File: src/hw/rtl/enr_pkg.sv
// Shared types, rotor wiring tables and modulo-26 helpers for the rotor stage.
package enr_pkg;

	// Alphabet and rotor bank size
	localparam logic [5:0] LETTERS    = 6'd26;
	localparam int         NUM_ROTORS = 5;
	localparam int         ADDR_W     = 3;
	localparam int         DATA_W     = 32;

	typedef logic [4:0] letter_t;
	typedef logic [2:0] rotor_sel_t;

	// Operation codes carried by the mode field
	typedef enum logic [1:0] {
		MODE_FWD    = 2'd0,
		MODE_BWD    = 2'd1,
		MODE_ROTATE = 2'd2,
		MODE_LOAD   = 2'd3
	} mode_t;

	// Register indexes (taken from paddr[2])
	localparam logic REG_ROTOR_SEL = 1'b0;
	localparam logic REG_RING      = 1'b1;

	// Configuration handed from the register block to the datapath
	typedef struct packed {
		rotor_sel_t rotor_sel;
		letter_t    ring;
	} cfg_t;

	// Forward wirings, rotors I..V
	localparam letter_t WIRE_FWD [NUM_ROTORS][26] = '{
		'{5'd4, 5'd10, 5'd12, 5'd5, 5'd11, 5'd6, 5'd3, 5'd16, 5'd21, 5'd25, 5'd13, 5'd19,
		  5'd14, 5'd22, 5'd24, 5'd7, 5'd23, 5'd20, 5'd18, 5'd15, 5'd0, 5'd8, 5'd1, 5'd17,
		  5'd2, 5'd9},
		'{5'd0, 5'd9, 5'd3, 5'd10, 5'd18, 5'd8, 5'd17, 5'd20, 5'd23, 5'd1, 5'd11, 5'd7,
		  5'd22, 5'd19, 5'd12, 5'd2, 5'd16, 5'd6, 5'd25, 5'd13, 5'd15, 5'd24, 5'd5, 5'd21,
		  5'd14, 5'd4},
		'{5'd1, 5'd3, 5'd5, 5'd7, 5'd9, 5'd11, 5'd2, 5'd15, 5'd17, 5'd19, 5'd23, 5'd21,
		  5'd25, 5'd13, 5'd24, 5'd4, 5'd8, 5'd22, 5'd6, 5'd0, 5'd10, 5'd12, 5'd20, 5'd18,
		  5'd16, 5'd14},
		'{5'd4, 5'd18, 5'd14, 5'd21, 5'd15, 5'd25, 5'd9, 5'd0, 5'd24, 5'd16, 5'd20, 5'd8,
		  5'd17, 5'd7, 5'd23, 5'd11, 5'd13, 5'd5, 5'd19, 5'd6, 5'd10, 5'd3, 5'd2, 5'd12,
		  5'd22, 5'd1},
		'{5'd21, 5'd25, 5'd1, 5'd17, 5'd6, 5'd8, 5'd19, 5'd24, 5'd20, 5'd15, 5'd18, 5'd3,
		  5'd13, 5'd7, 5'd11, 5'd23, 5'd0, 5'd22, 5'd12, 5'd9, 5'd16, 5'd14, 5'd5, 5'd4,
		  5'd2, 5'd10}
	};

	// Inverse wirings, rotors I..V
	localparam letter_t WIRE_INV [NUM_ROTORS][26] = '{
		'{5'd20, 5'd22, 5'd24, 5'd6, 5'd0, 5'd3, 5'd5, 5'd15, 5'd21, 5'd25, 5'd1, 5'd4,
		  5'd2, 5'd10, 5'd12, 5'd19, 5'd7, 5'd23, 5'd18, 5'd11, 5'd17, 5'd8, 5'd13, 5'd16,
		  5'd14, 5'd9},
		'{5'd0, 5'd9, 5'd15, 5'd2, 5'd25, 5'd22, 5'd17, 5'd11, 5'd5, 5'd1, 5'd3, 5'd10,
		  5'd14, 5'd19, 5'd24, 5'd20, 5'd16, 5'd6, 5'd4, 5'd13, 5'd7, 5'd23, 5'd12, 5'd8,
		  5'd21, 5'd18},
		'{5'd19, 5'd0, 5'd6, 5'd1, 5'd15, 5'd2, 5'd18, 5'd3, 5'd16, 5'd4, 5'd20, 5'd5,
		  5'd21, 5'd13, 5'd25, 5'd7, 5'd24, 5'd8, 5'd23, 5'd9, 5'd22, 5'd11, 5'd17, 5'd10,
		  5'd14, 5'd12},
		'{5'd7, 5'd25, 5'd22, 5'd21, 5'd0, 5'd17, 5'd19, 5'd13, 5'd11, 5'd6, 5'd20, 5'd15,
		  5'd23, 5'd16, 5'd2, 5'd4, 5'd9, 5'd12, 5'd1, 5'd18, 5'd10, 5'd3, 5'd24, 5'd14,
		  5'd8, 5'd5},
		'{5'd16, 5'd2, 5'd24, 5'd11, 5'd23, 5'd22, 5'd4, 5'd13, 5'd5, 5'd19, 5'd25, 5'd14,
		  5'd18, 5'd12, 5'd21, 5'd9, 5'd20, 5'd3, 5'd10, 5'd6, 5'd8, 5'd0, 5'd17, 5'd15,
		  5'd7, 5'd1}
	};

	// Turnover letters Q, E, V, J, Z
	localparam letter_t NOTCH [NUM_ROTORS] = '{5'd16, 5'd4, 5'd21, 5'd9, 5'd25};

	// Out-of-range selects fall back to rotor I
	function automatic rotor_sel_t rotor_index(input rotor_sel_t sel);
		return (sel < rotor_sel_t'(NUM_ROTORS)) ? sel : '0;
	endfunction

	// Fold a 5-bit value into 0..25
	function automatic letter_t reduce26(input letter_t a);
		return (a >= letter_t'(LETTERS)) ? letter_t'(a - letter_t'(LETTERS)) : a;
	endfunction

	// (a + b) mod 26, both operands in 0..25
	function automatic letter_t add_mod26(input letter_t a, input letter_t b);
		logic [5:0] s;
		s = {1'b0, a} + {1'b0, b};
		return (s >= LETTERS) ? letter_t'(s - LETTERS) : letter_t'(s);
	endfunction

	// (a - b) mod 26, both operands in 0..25
	function automatic letter_t sub_mod26(input letter_t a, input letter_t b);
		logic [5:0] d;
		d = {1'b0, a} + LETTERS - {1'b0, b};
		return (d >= LETTERS) ? letter_t'(d - LETTERS) : letter_t'(d);
	endfunction

	function automatic letter_t notch_of(input rotor_sel_t sel);
		return NOTCH[rotor_index(sel)];
	endfunction

endpackage

File: src/hw/rtl/enr_regs.sv
// APB register block: rotor select and ring setting.
module enr_regs import enr_pkg::*; (
	input  logic                clk,
	input  logic                arst_n,
	input  logic                psel,
	input  logic                penable,
	input  logic                pwrite,
	input  logic [ADDR_W-1:0]   paddr,
	input  logic [DATA_W-1:0]   pwdata,
	output logic [DATA_W-1:0]   prdata,
	output logic                pready,
	output cfg_t                cfg
);

	rotor_sel_t rotor_sel_q;
	letter_t    ring_q;
	logic       wr_en;
	logic       reg_idx;

	assign pready  = 1'b1;
	assign wr_en   = psel & penable & pwrite;
	assign reg_idx = paddr[2];

	// Register writes
	always_ff @(posedge clk or negedge arst_n) begin
		if (!arst_n) begin
			rotor_sel_q <= '0;
			ring_q      <= '0;
		end else if (wr_en) begin
			unique case (reg_idx)
				REG_ROTOR_SEL: rotor_sel_q <= pwdata[2:0];
				REG_RING:      ring_q      <= pwdata[4:0];
				default:       ;
			endcase
		end
	end

	// Read mux
	always_comb begin
		prdata = '0;
		unique case (reg_idx)
			REG_ROTOR_SEL: prdata = DATA_W'(rotor_sel_q);
			REG_RING:      prdata = DATA_W'(ring_q);
			default:       prdata = '0;
		endcase
	end

	assign cfg.rotor_sel = rotor_sel_q;
	assign cfg.ring      = ring_q;

endmodule

File: src/hw/rtl/enr_subst.sv
// Single-pass substitution through the selected wiring or its inverse.
module enr_subst import enr_pkg::*; (
	input  cfg_t    cfg,
	input  logic    backward,
	input  letter_t letter,
	input  letter_t position,
	output letter_t letter_out
);

	rotor_sel_t sel;
	letter_t    ring;
	letter_t    shifted;
	letter_t    idx;
	letter_t    wired;

	assign sel  = rotor_index(cfg.rotor_sel);
	assign ring = reduce26(cfg.ring);

	// Entry contact: letter + position - ring
	assign shifted = add_mod26(letter, position);
	assign idx     = sub_mod26(shifted, ring);

	// Table lookup
	assign wired = backward ? WIRE_INV[sel][idx] : WIRE_FWD[sel][idx];

	// Exit contact: wired + ring - position
	assign letter_out = sub_mod26(add_mod26(wired, ring), position);

endmodule

File: src/hw/rtl/enigma_rotor_substitution.sv
// Enigma rotor stage: one item per cycle unless the output stalls. Each beat
// is captured in an input register, runs through one pass of modulo-26
// arithmetic and a wiring table lookup, and lands in a result register; the
// rotor position register is updated in the same cycle, so the next beat
// sees the new position at once. The result register frees a slot whenever
// the downstream side takes its beat, so a stalled result holds back at most
// one further item in the input register.
module enigma_rotor_substitution import enr_pkg::*; (
	input  logic                clk,
	input  logic                arst_n,
	// configuration port
	input  logic                psel,
	input  logic                penable,
	input  logic                pwrite,
	input  logic [ADDR_W-1:0]   paddr,
	input  logic [DATA_W-1:0]   pwdata,
	output logic [DATA_W-1:0]   prdata,
	output logic                pready,
	// input channel
	input  logic                in_valid,
	output logic                in_stall,
	input  logic [1:0]          mode,
	input  logic [4:0]          letter_in,
	// output channel
	output logic                out_valid,
	input  logic                out_stall,
	output logic [4:0]          letter_out,
	output logic [4:0]          rotor_position,
	output logic                at_notch
);

	cfg_t    cfg;
	logic    valid_s1;
	mode_t   mode_s1;
	letter_t letter_s1;
	logic    out_valid_q;
	letter_t letter_out_q;
	letter_t position_out_q;
	logic    at_notch_q;
	letter_t position_q;
	letter_t position_nxt;
	letter_t subst_letter;
	logic    accept_in;
	logic    advance_s1;
	logic    is_pass;

	enr_regs u_regs (
		.clk     (clk),
		.arst_n  (arst_n),
		.psel    (psel),
		.penable (penable),
		.pwrite  (pwrite),
		.paddr   (paddr),
		.pwdata  (pwdata),
		.prdata  (prdata),
		.pready  (pready),
		.cfg     (cfg)
	);

	// Handshake: stage 1 moves on when the result register is free or drains
	assign advance_s1 = valid_s1 & (~out_valid_q | ~out_stall);
	assign in_stall   = valid_s1 & ~advance_s1;
	assign accept_in  = in_valid & ~in_stall;

	// Input register
	always_ff @(posedge clk or negedge arst_n) begin
		if (!arst_n) begin
			valid_s1 <= 1'b0;
		end else if (accept_in) begin
			valid_s1 <= 1'b1;
		end else if (advance_s1) begin
			valid_s1 <= 1'b0;
		end
	end

	always_ff @(posedge clk) begin
		if (accept_in) begin
			mode_s1   <= mode_t'(mode);
			letter_s1 <= reduce26(letter_in);
		end
	end

	// Substitution pass
	assign is_pass = (mode_s1 == MODE_FWD) | (mode_s1 == MODE_BWD);

	enr_subst u_subst (
		.cfg        (cfg),
		.backward   (mode_s1 == MODE_BWD),
		.letter     (letter_s1),
		.position   (position_q),
		.letter_out (subst_letter)
	);

	// Position update
	always_comb begin
		position_nxt = position_q;
		unique case (mode_s1)
			MODE_ROTATE: position_nxt = (position_q == letter_t'(LETTERS - 6'd1)) ?
			                            '0 : letter_t'(position_q + 5'd1);
			MODE_LOAD:   position_nxt = letter_s1;
			default:     position_nxt = position_q;
		endcase
	end

	always_ff @(posedge clk or negedge arst_n) begin
		if (!arst_n) begin
			position_q <= '0;
		end else if (advance_s1) begin
			position_q <= position_nxt;
		end
	end

	// Result register
	always_ff @(posedge clk or negedge arst_n) begin
		if (!arst_n) begin
			out_valid_q <= 1'b0;
		end else if (advance_s1) begin
			out_valid_q <= 1'b1;
		end else if (!out_stall) begin
			out_valid_q <= 1'b0;
		end
	end

	always_ff @(posedge clk) begin
		if (advance_s1) begin
			letter_out_q   <= is_pass ? subst_letter : '0;
			position_out_q <= position_nxt;
			at_notch_q     <= (position_nxt == notch_of(cfg.rotor_sel));
		end
	end

	assign out_valid      = out_valid_q;
	assign letter_out     = letter_out_q;
	assign rotor_position = position_out_q;
	assign at_notch       = at_notch_q;

`ifndef SYNTHESIS
	// Position never leaves the alphabet
	a_pos_range: assert property (@(posedge clk) disable iff (!arst_n)
		position_q < letter_t'(LETTERS))
		else $error("rotor position out of range");

	// A waiting result always reports the live position
	a_out_pos: assert property (@(posedge clk) disable iff (!arst_n)
		out_valid_q |-> (position_out_q == position_q))
		else $error("result position differs from position register");

	// Rotate and load beats carry a zero letter
	a_zero_letter: assert property (@(posedge clk) disable iff (!arst_n)
		(advance_s1 && (mode_s1 == MODE_ROTATE || mode_s1 == MODE_LOAD)) |=>
		(letter_out_q == '0))
		else $error("nonzero letter on rotate or load beat");

	// Rotate steps the position by one with wrap
	a_rotate: assert property (@(posedge clk) disable iff (!arst_n)
		(advance_s1 && mode_s1 == MODE_ROTATE) |=>
		(position_q == (($past(position_q) == letter_t'(LETTERS - 6'd1)) ?
		 letter_t'(0) : letter_t'($past(position_q) + 5'd1))))
		else $error("rotate did not advance position");

	// An empty input register never holds off the sender
	a_no_idle_stall: assert property (@(posedge clk) disable iff (!arst_n)
		!valid_s1 |-> !in_stall)
		else $error("stall raised with empty input register");
`endif

endmodule
File: config.mk
export PLATFORM = sky130hd
export DESIGN_NAME = enigma_rotor_substitution
export DESIGN_NICKNAME = d
export VERILOG_FILES = /design/src/hw/rtl/enr_pkg.sv /design/src/hw/rtl/enr_regs.sv /design/src/hw/rtl/enr_subst.sv /design/src/hw/rtl/enigma_rotor_substitution.sv
export SDC_FILE = /design/constraint.sdc
export NUM_CORES = 1
export LEC_CHECK = 0
export ABC_AREA = 0
export BUFFER_PORTS_ARGS = -buffer_cell sky130_fd_sc_hd__buf_2
export CAP_MARGIN = 40
export CORE_MARGIN = 2
export CORE_UTILIZATION = 50
export CTS_CLUSTER_DIAMETER = 30
export DETAILED_ROUTE_END_ITERATION = 16
export PLACE_DENSITY = 0.81
export REMOVE_ABC_BUFFERS = 1
export SLEW_MARGIN = 20
export SYNTH_ARGS = -nofsm -noshare
export SYNTH_HDL_FRONTEND = slang
export SYNTH_SLANG_ARGS = --single-unit
File: constraint.sdc
create_clock -name clk -period 22.7 [get_ports clk]
set_input_delay 4.54 -clock clk [delete_from_list [all_inputs] [get_ports clk]]
set_output_delay 4.54 -clock clk [all_outputs]
set_load 0.1 [all_outputs]
==> impl_metrics.ini <==
[logic_synthesis]
synth-xor-area-share_pct = 3.94
yosysWarnings = 0
yosys.area_share.simple_pct = 18.9
synth_enable_flop_cells = 18
synth_area_um2 = 5720
synth-seq-cells = 33
synthArstFlopShare_pct = 45.5
synth_largest_area_cell = edfxtp_1
synth_top_area_share_pct = 9.45
synth_area_leaders = edfxtp_1, ha_1, dfrtp_1, a21oi_1, nand2_1
seq_area_frac_synth_pct = 16.0
synth_fa_ha_area_share_pct = 10.6
syn_area_per_cell_um2 = 7.30
muxShareOfSynthArea_pct = 7.13
synth_cell_types = 79
synth_compound_gate_area_share_pct = 31.6
syn_inst = 784
synth_top_family_by_area = compound AO/OA/AOI/OAI gates
synth_ff_type = edfxtp_1

[floorplan]
dieArea_um2 = 12300
rows = 39
design.core.area_um2 = 11300
die_width_um = 111
io_pins = 95
die_h_um = 111
start_util_pct = 50.7

[cts]
cts_tree = built
cts_inserted_buffers = 5
cts-resized-gates = 0
post_cts_buffers = 0
clk_latency_ps = 280
clockBufferDepth = 2
path_clk_slew_ps = 60
cts.htree.levels = 2
hold_buffers = 0
cts_root_buffer = clkbuf_16
cts_num_sinks = 33

[critical_path]
cp.required_ps = 22800
path_buf_inv = 7
rr_worst_depth = 41
r2r-start = position_q[0]
cp-end-kind = register
cpPeakStageDelay_ps = 830
worst-path-max-fanout = 53
arrival_ps = 10850
crit_family = adder cells
r2r_slack_ps = 11950
crit_slowest_cell = fa_1
crit_type = reg2reg
cpMostUsedCell = ha_1
r2r_end = letter_out[1]
start_kind = register

[sta]
finClkSkew_ps = 6.42
setup_viol = 0
holdWs_ps = 508
rsz0062_at_grt = false
period_needed_ps = 10750
fin_crit_sh_pct = 47.4
fin_tns_setup_ps = 0
worst_pin_slew_ps = 843
drv_slew = 0
slew_headroom_pct = 43.8
fmax_ghz = 0.0930
finalHoldViolCount = 0
worst_slack_ps = 11950

[drt]
dr.pass1.iters = 6
final_antenna_net_count = 0
dr_total_vias = 6051
via_per_inst = 6.57
wirelength_um = 16900
drt-wirelength-per-cell_um = 18.3
drcViolationCount = 0
drtIter0Drc = 826

[global_routing]
grt_max_degree = 95
grtUsageTotal_pct = 26.7
grt_remaining_overflow = 0
grt_pass1_wl_um = 27300
first_global_vias = 5471
antenna_found_initial = 0

[layout]
diodes = 0
multi_input_area_um2 = 4280
nFillCells = 1044
drive_gt1_share_pct = 11.1
area_growth_pct = 5.53
nets = 872
seq_area_um2 = 916

[placed_design]
pre_cts_slack_ps = 11900
dp_hpwl_um = 11600
gp_congestion = 1.03
io_buffer_count = 37

[min_path]
hold_end = out_valid
hp-start = valid_s1
holdCritPathClass = reg2reg
min_path_cells = 1

[flow_run]
maxCapViolCount = 0

[status]
status = finished clean
registers in the layout (all words and copies together) (netlist names):
register            count
at_notch                1
letter_out              5
letter_s1               5
mode_s1                 2
out_valid               1
position_q              5
rotor_position          5
u_regs.ring_q           5
u_regs.rotor_sel_q      3
valid_s1                1
per-layer routing:
layer  up-vias  wire (um)  track usage (%)
met5         -          0                0
met4         0        831             12.5
met3        84       2140             6.62
met2       430       7220             40.9
met1      2730       6670             35.4
li1       2807          -                -
cell type report:
cell class | instances | area share [%]
Multi-Input combinational cell | 640 | 71.0
Sequential cell | 33 | 15.2
Timing Repair Buffer | 50 | 4.77
Tap cell | 143 | 2.96
Inverter | 47 | 2.92
Clock buffer | 5 | 2.07
Clock inverter | 3 | 1.14
worst reg2reg max path: cells and delay by family (launching register included):
family	cells	cell delay, ps
adders and majority gates	10	3450
AOI/OAI and AO/OA	14	2980
xor gates and xnor gates	6	1300
buffers and inverters	7	1200
and+or+nand+nor	3	780
DFF	1	480
muxes	1	380
kinds of logic after synthesis:
family                   count (synthesis)
AO/OA/AOI/OAI                          273
AND/OR/NAND/NOR                        232
buffers and inverters                  137
adder cells (fa/ha/maj)                 46
multiplexers                            37
flip-flops                              33
XOR/XNOR                                24
other                                    2
cell usage after synthesis, drive strengths merged (12+ instances only):
cell and number:
mux2i 19, buf 49, o21ai 68, a31oi 13
edfxtp 18, o211ai 12, clkbuf 41, xnor2 21
dfrtp 15, mux2 17, a21oi 65, nor2 62
ha 42, inv 46, nand2b 12, nand2 83
nor3 25
layout by cell type (no fill, tap or decap), types with 4 or more instances in the layout:
cell type,Yosys,final
a211oi_1,10,10
a21o_1,11,11
a21oi_1,65,65
a221oi_1,5,5
a22o_1,5,5
a22oi_1,6,6
a311oi_1,6,6
a31oi_1,13,13
and2_1,5,5
and3_1,5,5
buf_2,10,37
buf_4,34,12
clkbuf_16,0,5
conb_1,2,28
dfrtp_1,15,15
edfxtp_1,18,18
fa_1,4,4
ha_1,42,41
inv_1,46,46
mux2_2,15,15
mux2i_1,19,18
nand2_1,83,83
nand2b_1,12,12
nand3_1,11,11
nand4_1,4,4
nor2_1,62,62
nor2b_1,8,8
nor3_1,24,24
nor4_1,4,4
o211ai_1,12,12
o21a_1,5,5
o21ai_0,60,60
o21ai_1,8,8
o21bai_1,5,5
o221ai_1,6,6
o311ai_0,5,5
o31ai_1,6,6
o41ai_1,4,4
or3_1,4,4
xnor2_1,19,19
worst max-delay path by stage:
stage / from / endpoint / slack, ps / depth (start not counted)
3_5_place_dp: position_q[0] / letter_out[1] / 11900 / 40
5_1_grt: position_q[0] / letter_out[1] / 11220 / 41
6_report: position_q[0] / letter_out[1] / 11950 / 41
3_3_place_gp: position_q[0] / letter_out[1] / 12220 / 40
2_1_floorplan: paddr[2] / prdata[1] / 11520 / 1
4_1_cts: position_q[0] / letter_out[1] / 11780 / 40
metrics by stage:
step | cells | cell area [um2] | util, %
floorplan | 720 | 5330 | -
global placement | 911 | 5820 | 51.7
detailed placement | 911 | 5820 | 51.7
CTS | 919 | 6020 | 53.4
global route | 921 | 6040 | 53.6
finish | 921 | 6040 | 53.6
Power is not shown: default switching activity piles up to over one toggle a cycle in this logic, so the estimate is an artifact.
